**src/rtl/msfs_pkg.sv**
```systemverilog
// Shared constants and types for the minor frame schedule table.
package msfs_pkg;

  localparam int NUM_FRAMES      = 8;
  localparam int FRAME_W         = 3;
  localparam int SLOTS_PER_FRAME = 32;
  localparam int MSG_ID_WIDTH    = 8;
  localparam int IDX_W           = (SLOTS_PER_FRAME > 1) ? $clog2(SLOTS_PER_FRAME) : 1;
  localparam int CNT_W           = $clog2(SLOTS_PER_FRAME + 1);

  localparam int FRAC_STEP = 8;
  localparam int FRAC_MOD  = 50;
  localparam int SEC_MOD   = 60;
  localparam int MIN_MOD   = 60;
  localparam int HOUR_WRAP = 255;

  localparam logic OP_ADD = 1'b0;
  localparam logic OP_RUN = 1'b1;

  typedef enum logic [1:0] {
    KIND_ADD_OK  = 2'd0,
    KIND_ADD_OVF = 2'd1,
    KIND_MSG     = 2'd2,
    KIND_EMPTY   = 2'd3
  } kind_t;

  typedef struct packed {
    logic             acc_add;
    logic             acc_run;
    logic             emit;
    logic             emit_last;
    logic [IDX_W-1:0] rd_idx;
  } msfs_cmd_t;

  typedef struct packed {
    logic             can_load;
    logic             in_empty;
    logic [CNT_W-1:0] run_cnt;
  } msfs_sts_t;

endpackage

```
**src/rtl/msfs_in_if.sv**
```systemverilog
// Input item channel: operation request with valid/ready handshake.
interface msfs_in_if;
  logic       valid;
  logic       ready;
  logic       op;
  logic [7:0] msg_id;
  logic [2:0] phase;
  logic [1:0] rate_code;
  logic [2:0] frame;

  modport source(output valid, output op, output msg_id, output phase,
                 output rate_code, output frame, input ready);
  modport sink(input valid, input op, input msg_id, input phase,
               input rate_code, input frame, output ready);
endinterface

```
**src/rtl/msfs_out_if.sv**
```systemverilog
// Result item channel: status or scheduled message with time broadcast words.
interface msfs_out_if;
  logic        valid;
  logic        ready;
  logic [1:0]  kind;
  logic [2:0]  frame_out;
  logic [7:0]  msg_out;
  logic [15:0] time_high;
  logic [15:0] time_low;
  logic        last;

  modport source(output valid, output kind, output frame_out, output msg_out,
                 output time_high, output time_low, output last, input ready);
  modport sink(input valid, input kind, input frame_out, input msg_out,
               input time_high, input time_low, input last, output ready);
endinterface

```
**src/rtl/msfs_ram.sv**
```systemverilog
// Generic single-write, single-read RAM with registered read data.
module msfs_ram #(
  parameter int WIDTH = 8,
  parameter int DEPTH = 32
) (
  input  logic                                     clk,
  input  logic                                     we,
  input  logic [((DEPTH > 1) ? $clog2(DEPTH) : 1)-1:0] waddr,
  input  logic [WIDTH-1:0]                         wdata,
  input  logic [((DEPTH > 1) ? $clog2(DEPTH) : 1)-1:0] raddr,
  output logic [WIDTH-1:0]                         rdata
);

  logic [WIDTH-1:0] mem [DEPTH];

  always_ff @(posedge clk) begin
    if (we) begin
      mem[waddr] <= wdata;
    end
    rdata <= mem[raddr];
  end

endmodule

```
**src/rtl/msfs_dp.sv**
```systemverilog
// Datapath: frame RAMs, fill counts, time broadcast clock and result register.
module msfs_dp (
  input  logic                          clk,
  input  logic                          rst_n,
  input  msfs_pkg::msfs_cmd_t           cmd,
  output msfs_pkg::msfs_sts_t           sts,
  input  logic [7:0]                    in_msg_id,
  input  logic [2:0]                    in_phase,
  input  logic [1:0]                    in_rate_code,
  input  logic [msfs_pkg::FRAME_W-1:0]  in_frame,
  output logic                          out_valid,
  input  logic                          out_ready,
  output logic [1:0]                    out_kind,
  output logic [2:0]                    out_frame,
  output logic [7:0]                    out_msg,
  output logic [15:0]                   out_time_high,
  output logic [15:0]                   out_time_low,
  output logic                          out_last
);

  localparam int NF  = msfs_pkg::NUM_FRAMES;
  localparam int FW  = msfs_pkg::FRAME_W;
  localparam int IW  = msfs_pkg::IDX_W;
  localparam int CW  = msfs_pkg::CNT_W;
  localparam int MW  = msfs_pkg::MSG_ID_WIDTH;

  logic [CW-1:0] counts_r [NF];
  logic [NF-1:0] hit;
  logic [NF-1:0] full_vec;
  logic          full_any;
  logic [NF-1:0] we;
  logic [MW-1:0] id_w;
  logic [MW-1:0] rdata [NF];

  logic [7:0] hours_r, hours_nxt;
  logic [5:0] min_r, min_nxt;
  logic [5:0] sec_r, sec_nxt;
  logic [5:0] frac_r, frac_nxt;
  logic [6:0] frac_sum;
  logic [6:0] sec_inc;
  logic [6:0] min_inc;
  logic [7:0] hour_inc;
  logic       adv;

  logic [FW-1:0] run_frame_r;
  logic [CW-1:0] run_cnt_r;

  logic          out_valid_r;
  logic [1:0]    kind_r, kind_nxt;
  logic [2:0]    frame_out_r, frame_out_nxt;
  logic [7:0]    msg_r, msg_nxt;
  logic [15:0]   th_r;
  logic [15:0]   tl_r;
  logic          last_r, last_nxt;
  logic          load;
  logic [2:0]    low_mask;

  assign id_w     = MW'(in_msg_id);
  assign low_mask = 3'((4'd8 >> in_rate_code) - 4'd1);

  always_comb begin
    for (int f = 0; f < NF; f++) begin
      hit[f]      = ((3'(f) - in_phase) & low_mask) == 3'd0;
      full_vec[f] = counts_r[f] >= CW'(msfs_pkg::SLOTS_PER_FRAME);
    end
  end

  assign full_any = |(hit & full_vec);
  assign we       = (cmd.acc_add && !full_any) ? hit : '0;

  for (genvar g = 0; g < NF; g++) begin : g_frame
    msfs_ram #(
      .WIDTH(MW),
      .DEPTH(msfs_pkg::SLOTS_PER_FRAME)
    ) u_ram (
      .clk  (clk),
      .we   (we[g]),
      .waddr(counts_r[g][IW-1:0]),
      .wdata(id_w),
      .raddr(cmd.rd_idx),
      .rdata(rdata[g])
    );
  end

  // time broadcast clock, advanced on every run of frame zero
  assign adv = cmd.acc_run && (in_frame == '0);

  always_comb begin
    frac_sum = 7'(frac_r) + 7'(msfs_pkg::FRAC_STEP);
    sec_inc  = 7'(sec_r) + 7'd1;
    min_inc  = 7'(min_r) + 7'd1;
    hour_inc = hours_r + 8'd1;
    hours_nxt = hours_r;
    min_nxt   = min_r;
    sec_nxt   = sec_r;
    frac_nxt  = frac_r;
    if (adv) begin
      frac_nxt = 6'(frac_sum);
      if (frac_sum >= 7'(msfs_pkg::FRAC_MOD)) begin
        frac_nxt = 6'(frac_sum - 7'(msfs_pkg::FRAC_MOD));
        sec_nxt  = 6'(sec_inc);
        if (sec_inc >= 7'(msfs_pkg::SEC_MOD)) begin
          sec_nxt = '0;
          min_nxt = 6'(min_inc);
          if (min_inc >= 7'(msfs_pkg::MIN_MOD)) begin
            min_nxt   = '0;
            hours_nxt = (hour_inc == 8'(msfs_pkg::HOUR_WRAP)) ? 8'd0 : hour_inc;
          end
        end
      end
    end
  end

  always_comb begin
    kind_nxt      = kind_r;
    frame_out_nxt = frame_out_r;
    msg_nxt       = msg_r;
    last_nxt      = last_r;
    load          = 1'b0;
    if (cmd.acc_add) begin
      load          = 1'b1;
      kind_nxt      = full_any ? msfs_pkg::KIND_ADD_OVF : msfs_pkg::KIND_ADD_OK;
      frame_out_nxt = in_phase;
      msg_nxt       = 8'(id_w);
      last_nxt      = 1'b1;
    end else if (cmd.acc_run && sts.in_empty) begin
      load          = 1'b1;
      kind_nxt      = msfs_pkg::KIND_EMPTY;
      frame_out_nxt = 3'(in_frame);
      msg_nxt       = '0;
      last_nxt      = 1'b1;
    end else if (cmd.emit) begin
      load          = 1'b1;
      kind_nxt      = msfs_pkg::KIND_MSG;
      frame_out_nxt = 3'(run_frame_r);
      msg_nxt       = 8'(rdata[run_frame_r]);
      last_nxt      = cmd.emit_last;
    end
  end

  always_ff @(posedge clk) begin
    if (!rst_n) begin
      for (int f = 0; f < NF; f++) begin
        counts_r[f] <= '0;
      end
      hours_r     <= '0;
      min_r       <= '0;
      sec_r       <= '0;
      frac_r      <= '0;
      out_valid_r <= 1'b0;
    end else begin
      for (int f = 0; f < NF; f++) begin
        if (we[f]) begin
          counts_r[f] <= counts_r[f] + CW'(1);
        end
      end
      hours_r <= hours_nxt;
      min_r   <= min_nxt;
      sec_r   <= sec_nxt;
      frac_r  <= frac_nxt;
      if (load) begin
        out_valid_r <= 1'b1;
      end else if (out_ready) begin
        out_valid_r <= 1'b0;
      end
    end
  end

  always_ff @(posedge clk) begin
    if (cmd.acc_run) begin
      run_frame_r <= in_frame;
      run_cnt_r   <= counts_r[in_frame];
    end
    if (load) begin
      kind_r      <= kind_nxt;
      frame_out_r <= frame_out_nxt;
      msg_r       <= msg_nxt;
      last_r      <= last_nxt;
      th_r        <= {hours_nxt, 2'b00, min_nxt};
      tl_r        <= {2'b00, sec_nxt, 2'b00, frac_nxt};
    end
  end

  assign sts.can_load = !out_valid_r || out_ready;
  assign sts.in_empty = counts_r[in_frame] == '0;
  assign sts.run_cnt  = run_cnt_r;

  assign out_valid     = out_valid_r;
  assign out_kind      = kind_r;
  assign out_frame     = frame_out_r;
  assign out_msg       = msg_r;
  assign out_time_high = th_r;
  assign out_time_low  = tl_r;
  assign out_last      = last_r;

endmodule

```
**src/rtl/msfs_ctrl.sv**
```systemverilog
// Controller: input handshake and the sequencer that walks a frame's slots.
module msfs_ctrl (
  input  logic                 clk,
  input  logic                 rst_n,
  input  logic                 in_valid,
  input  logic                 in_op,
  output logic                 in_ready,
  output msfs_pkg::msfs_cmd_t  cmd,
  input  msfs_pkg::msfs_sts_t  sts
);

  localparam int IW = msfs_pkg::IDX_W;
  localparam int CW = msfs_pkg::CNT_W;

  typedef enum logic {
    S_IDLE,
    S_EMIT
  } state_t;

  state_t        state_r, state_nxt;
  logic [IW-1:0] idx_r, idx_nxt;
  logic          acc;

  assign in_ready = (state_r == S_IDLE) && sts.can_load;
  assign acc      = in_valid && in_ready;

  always_comb begin
    cmd.acc_add   = acc && (in_op == msfs_pkg::OP_ADD);
    cmd.acc_run   = acc && (in_op == msfs_pkg::OP_RUN);
    cmd.emit      = (state_r == S_EMIT) && sts.can_load;
    cmd.emit_last = (CW'(idx_r) + CW'(1)) == sts.run_cnt;
    cmd.rd_idx    = '0;
    state_nxt     = state_r;
    idx_nxt       = idx_r;
    case (state_r)
      S_IDLE: begin
        idx_nxt = '0;
        if (cmd.acc_run && !sts.in_empty) begin
          state_nxt = S_EMIT;
        end
      end
      S_EMIT: begin
        // read address runs one ahead so the RAM output tracks idx_r
        cmd.rd_idx = cmd.emit ? IW'(idx_r + IW'(1)) : idx_r;
        if (cmd.emit) begin
          idx_nxt = IW'(idx_r + IW'(1));
          if (cmd.emit_last) begin
            state_nxt = S_IDLE;
          end
        end
      end
      default: begin
        state_nxt = S_IDLE;
      end
    endcase
  end

  always_ff @(posedge clk) begin
    if (!rst_n) begin
      state_r <= S_IDLE;
      idx_r   <= '0;
    end else begin
      state_r <= state_nxt;
      idx_r   <= idx_nxt;
    end
  end

endmodule

```
**src/rtl/minor_frame_schedule_table.sv**
```systemverilog
// Top level of the minor frame schedule table.
// Usage:
//   in_if carries one request per item: op 0 adds msg_id to 1, 2, 4 or 8 of
//   the 8 minor frames (starting at phase, evenly spaced), op 1 runs frame.
//   out_if returns results: one add status per add, or per run the frame's
//   ids in insertion order with last on the final one, or one empty marker.
//   Running frame 0 advances the time broadcast clock before its results;
//   every result carries the current time words.
// Timing:
//   An add with no full target frame writes all target frames in the accept
//   cycle; its status is registered and shows in the next cycle, as does
//   a run's empty marker. A run's ids pass the registered RAM read and the
//   result register, one id per cycle while the receiver does not stall.
//   The next item is accepted once the run's last id is registered.
// Reset (rst_n low, synchronous) clears all frame counts, the clock and the
// result valid flag; the frame RAMs and the result data are not cleared.
// A stalled receiver holds the result register; the sequencer and input wait.
module minor_frame_schedule_table (
  input  logic             clk,
  input  logic             rst_n,
  msfs_in_if.sink          in_if,
  msfs_out_if.source       out_if
);

  msfs_pkg::msfs_cmd_t cmd;
  msfs_pkg::msfs_sts_t sts;
  logic                in_ready;

  assign in_if.ready = in_ready;

  msfs_ctrl u_ctrl (
    .clk     (clk),
    .rst_n   (rst_n),
    .in_valid(in_if.valid),
    .in_op   (in_if.op),
    .in_ready(in_ready),
    .cmd     (cmd),
    .sts     (sts)
  );

  msfs_dp u_dp (
    .clk          (clk),
    .rst_n        (rst_n),
    .cmd          (cmd),
    .sts          (sts),
    .in_msg_id    (in_if.msg_id),
    .in_phase     (in_if.phase),
    .in_rate_code (in_if.rate_code),
    .in_frame     (in_if.frame),
    .out_valid    (out_if.valid),
    .out_ready    (out_if.ready),
    .out_kind     (out_if.kind),
    .out_frame    (out_if.frame_out),
    .out_msg      (out_if.msg_out),
    .out_time_high(out_if.time_high),
    .out_time_low (out_if.time_low),
    .out_last     (out_if.last)
  );

endmodule

```
**src/flat_wrapper.sv**
```systemverilog
// flat-port wrapper written by rule: the top's interface ports become plain ports
module minor_frame_schedule_table_flat 
  (clk, rst_n, in_if_valid, in_if_op, in_if_msg_id, in_if_phase, in_if_rate_code, in_if_frame, in_if_ready, out_if_valid, out_if_kind, out_if_frame_out, out_if_msg_out, out_if_time_high, out_if_time_low, out_if_last, out_if_ready);
  msfs_in_if in_if_i ();
  msfs_out_if out_if_i ();
  input  logic clk;
  input  logic rst_n;
  input wire logic [$bits(in_if_i.valid)-1:0] in_if_valid;
  input wire logic [$bits(in_if_i.op)-1:0] in_if_op;
  input wire logic [$bits(in_if_i.msg_id)-1:0] in_if_msg_id;
  input wire logic [$bits(in_if_i.phase)-1:0] in_if_phase;
  input wire logic [$bits(in_if_i.rate_code)-1:0] in_if_rate_code;
  input wire logic [$bits(in_if_i.frame)-1:0] in_if_frame;
  output wire logic [$bits(in_if_i.ready)-1:0] in_if_ready;
  output wire logic [$bits(out_if_i.valid)-1:0] out_if_valid;
  output wire logic [$bits(out_if_i.kind)-1:0] out_if_kind;
  output wire logic [$bits(out_if_i.frame_out)-1:0] out_if_frame_out;
  output wire logic [$bits(out_if_i.msg_out)-1:0] out_if_msg_out;
  output wire logic [$bits(out_if_i.time_high)-1:0] out_if_time_high;
  output wire logic [$bits(out_if_i.time_low)-1:0] out_if_time_low;
  output wire logic [$bits(out_if_i.last)-1:0] out_if_last;
  input wire logic [$bits(out_if_i.ready)-1:0] out_if_ready;
  assign in_if_i.valid = in_if_valid;
  assign in_if_i.op = in_if_op;
  assign in_if_i.msg_id = in_if_msg_id;
  assign in_if_i.phase = in_if_phase;
  assign in_if_i.rate_code = in_if_rate_code;
  assign in_if_i.frame = in_if_frame;
  assign in_if_ready = in_if_i.ready;
  assign out_if_valid = out_if_i.valid;
  assign out_if_kind = out_if_i.kind;
  assign out_if_frame_out = out_if_i.frame_out;
  assign out_if_msg_out = out_if_i.msg_out;
  assign out_if_time_high = out_if_i.time_high;
  assign out_if_time_low = out_if_i.time_low;
  assign out_if_last = out_if_i.last;
  assign out_if_i.ready = out_if_ready;
  minor_frame_schedule_table u_core (.clk(clk), .rst_n(rst_n), .in_if(in_if_i), .out_if(out_if_i));
endmodule
```
**config.mk**
```make
export PLATFORM = sky130hd
export DESIGN_NAME = minor_frame_schedule_table_flat
export DESIGN_NICKNAME = d
export VERILOG_FILES = /design/src/rtl/msfs_pkg.sv /design/src/rtl/msfs_in_if.sv /design/src/rtl/msfs_out_if.sv /design/src/rtl/msfs_ram.sv /design/src/rtl/msfs_dp.sv /design/src/rtl/msfs_ctrl.sv /design/src/rtl/minor_frame_schedule_table.sv /design/src/flat_wrapper.sv
export SDC_FILE = /design/constraint.sdc
export NUM_CORES = 2
export LEC_CHECK = 0
export BUFFER_PORTS_ARGS = -buffer_cell sky130_fd_sc_hd__buf_2
export CAP_MARGIN = 30
export CORE_ASPECT_RATIO = 1.25
export CORE_UTILIZATION = 36
export DETAILED_ROUTE_END_ITERATION = 10
export GPL_TIMING_DRIVEN = 0
export PLACE_DENSITY = 0.57
export SLEW_MARGIN = 20
export SYNTH_ARGS = -nofsm -noshare
export SYNTH_HDL_FRONTEND = slang
export SYNTH_SLANG_ARGS = --single-unit
```
**constraint.sdc**
```tcl
create_clock -name clk -period 4 [get_ports clk]
set_clock_uncertainty 0.2 [all_clocks]
set_input_delay 0.2 -clock clk [delete_from_list [all_inputs] [get_ports clk]]
set_output_delay 0.2 -clock clk [all_outputs]
set_load 0.03 [all_outputs]
```
==> metrics.txt <==
outcome finished with violations; failing checks negative hold slack, negative setup slack; Clock Root Buffer clkbuf_16; Die Height 574 um; GRT overflow 0; EDFF count, synth 2144; largest net degree at the start of global routing 127; core area 260000 sq um; post-synthesis sequential area ratio 70.3%; Worst Path Arrival 4.74 ns; Iter 0 DRT Violations 7785; Avg WL per Cell 32.9 um; Period minus WS final 4.19 ns; reg-to-reg slack, setup -0.19 ns; die span in x 460 um; Gate Count Post-Synth 6531; CTS Sinks 2240; CTS tree built; vias 62600; f_max 0.239 GHz; Static Leakage 36.9 nW; Slew Viols, Final 0; Worst Tran Pin Value 1.28 ns; crit end category register; DRT Wirelength 351000 um; dpl cells 10200; vias in the first global route 61600; number of core rows 209; Max-Cap Viols 0; hold slack -0.00550 ns; PD cells 451 nW/um^2; Critical Path Fanout Max 10; post-detail-place hpwl 253000 um; Finished Layout Cells 10700; Synth Flop Type edfxtp_1; Pwr Total 49.8 mW; Setup WS post-layout -0.188 ns; Setup-failing EPs final 13; Mapped Avg Cell Area 14.4 sq um; endpoints failing hold 6; number of CTS-inserted buffers 221; Routability Congestion 1.05; Critical Path Source Type register; DIE AREA 264000 sq um; routed wl met2 164000 um; CP delay by family, top buffers and inverters; final period utilization 105%; CP Class reg -> reg; fin nets 7059; first-pass GRT wire length 480000 um; max incr delay on CP 0.71 ns; relative slew slack 14.3%; met3 WL 30200 um; # DRC 0; VDD IR-drop max 0.379 mV; io pins 69; ratio of cells with drive above 1 in the final layout 15.4%; Max clock buf depth 4; top sig layer met5; P&R area growth vs syn 17.2%; Most common cell on crit path o211ai_1; synth warn 0; Vias/cell 5.87; Crit-path slowest cell clkbuf_1; wl on met1 128000 um; initial antenna violation count 28; Async SR Flop Fraction 0%; Netlist cell types 71; Worst-path clk slew 0.06 ns; IO buf count 59; Bufs and invs on worst path 5; clk_lat worst skew 0.93 ns; Initial DRT Pass Iterations 8; crit path cell chain buf_2 > nand4b_1 > buf_4 > clkbuf_2 > buf_16 > clkbuf_1 > o211ai_1 > o211ai_1 > a211o_1 > o2111ai_1 > a211oi_4; post-route ant nets 0; CTS H-tree lvls 4; flops & latches, synth 2240; RSZ-0062 raised after global routing true; overall routing resource usage 26.0%; initial core utilization 36.3%; Cell Area, Synth 94300 sq um; Req. time, crit path 4.55 ns; Hold Path Class in -> reg
## per-stage QoR
| step | setup TNS, ns | util [%] | setup slack [ns] | area [sq um] |
|---|---|---|---|---|
| after floorplan | 0 | - | 0.327 | 94300 |
| after global placement | -4303.70 | 38.1 | -2.85 | 99000 |
| after detailed placement | -1456.73 | 38.8 | -1.52 | 101000 |
| after CTS | -34.66 | 42.3 | -0.158 | 110000 |
| after global routing | -0.111 | 42.5 | -0.0557 | 111000 |
| final | -0.564 | 42.5 | -0.188 | 111000 |
## state kept, by name, indices dropped and copies added (netlist names), 5 cells and up
register,cells
u_core.u_dp.g_frame.u_ram.mem,2048
u_core.u_dp.run_cnt_r,6
u_core.u_dp.out_msg,8
u_core.u_dp.min_r,6
u_core.u_dp.out_time_low,11
u_core.u_dp.out_time_high,14
u_core.u_dp.frac_r,5
u_core.u_dp.counts_r,48
u_core.u_dp.g_frame.u_ram.rdata,64
u_core.u_ctrl.idx_r,5
u_core.u_dp.hours_r,8
u_core.u_dp.sec_r,6
## routing by layer
metal  track usage, %  vias to the layer above
met4             17.7                        8
met5                0                        -
met2             42.1                     3469
met3             5.08                      977
met1             31.4                    31700
li1                 -                    26500
## cell usage in the layout, fill, tap and decap left out, drive strengths merged, types with 57 or more instances in the layout
cell type	n
a211o	156
nand3	218
mux2i	522
nor2	343
o211ai	643
buf	366
o2111ai	57
a31oi	77
clkbuf	647
dfxtp	96
edfxtp	2144
inv	367
a211oi	382
clkinv	101
nand2	413
o211a	138
## power by group
part           switching, mW  total (mW)  internal, mW
registers              0.118        25.9          25.8
logic                   2.51        3.43         0.912
clock network           9.15        20.4          11.3
## cells in the mapped netlist, types with 6 or more instances
cell type	count	share of area [%]
mux2_2	8	0.096
a31oi_1	77	0.51
o21ai_0	43	0.23
nor2_1	343	1.4
or3b_2	10	0.093
nor3_1	18	0.096
buf_4	7	0.056
mux4_2	33	0.79
and3_1	6	0.040
or3_1	19	0.13
nand3_1	218	1.2
o2111ai_1	57	0.53
mux2i_1	522	5.5
nand2_1	413	1.6
o21ai_1	7	0.037
a32oi_1	13	0.12
ha_1	44	0.58
a21boi_0	6	0.048
and2_1	14	0.093
xnor2_1	25	0.23
a221oi_1	13	0.12
clkbuf_1	370	1.5
nand4_1	6	0.040
o21a_1	7	0.056
buf_1	78	0.31
a211oi_1	382	3.0
inv_1	364	1.4
o211ai_1	643	5.1
edfxtp_1	2144	68
a211o_1	156	1.4
o211a_1	138	1.5
a21oi_1	37	0.20
xor2_1	22	0.20
a311oi_1	14	0.13
dfxtp_1	96	2.0
buf_2	75	0.40
nand3b_1	26	0.21
nand2b_1	10	0.066
## final cells by class
class	instances	area (sq um)
multi-input cells	3403	26400
plain buffers	524	2510
well taps	3481	4360
repair buffers	240	2710
clock inverters	124	1060
inverters	364	1370
diodes	17	42.5
flip-flops and latches	2240	66300
fillers	23600	149000
clock buffers	275	5770
## cells by family (layout without fill, tap and decap cells)
| logic type | Yosys count | count (layout) | share of synthesized area [%] |
|---|---|---|---|
| flops | 2240 | 2240 | 70.3 |
| compound gates | 1626 | 1626 | 13.3 |
| simple gates | 1115 | 1115 | 5.21 |
| buf+inv | 894 | 1527 | 3.69 |
| mux | 563 | 563 | 6.42 |
| xor+xnor | 47 | 47 | 0.436 |
| fa+ha+maj | 45 | 45 | 0.594 |
| other cells | 1 | 24 | 0.00398 |
## path summary, 6_finish.rpt
| path | startpoint | to | cells past startpoint |
|---|---|---|---|
| worst max-delay path | u_core.u_ctrl.state_r | u_core.u_dp.g_frame[4].u_ram.rdata[2] | 11 |
| worst min-delay path | in_if_msg_id[7] | u_core.u_dp.g_frame[3].u_ram.mem[22][7] | 2 |
| worst max register to register | u_core.u_ctrl.state_r | u_core.u_dp.g_frame[4].u_ram.rdata[2] | 11 |
| worst min register to register | u_core.u_dp.min_r[5] | u_core.u_dp.min_r[5] | 2 |
## what timing repair did
item	CTS	global route
pin swaps	14	6
setup endpoints to repair	2094	1740
hold buffers	22	0
setup buffers	15	7
gates resized for setup	513	126
cloned	0	0
endpoints found under the hold margin	1271	0
(Power assumes the default switching activity.)
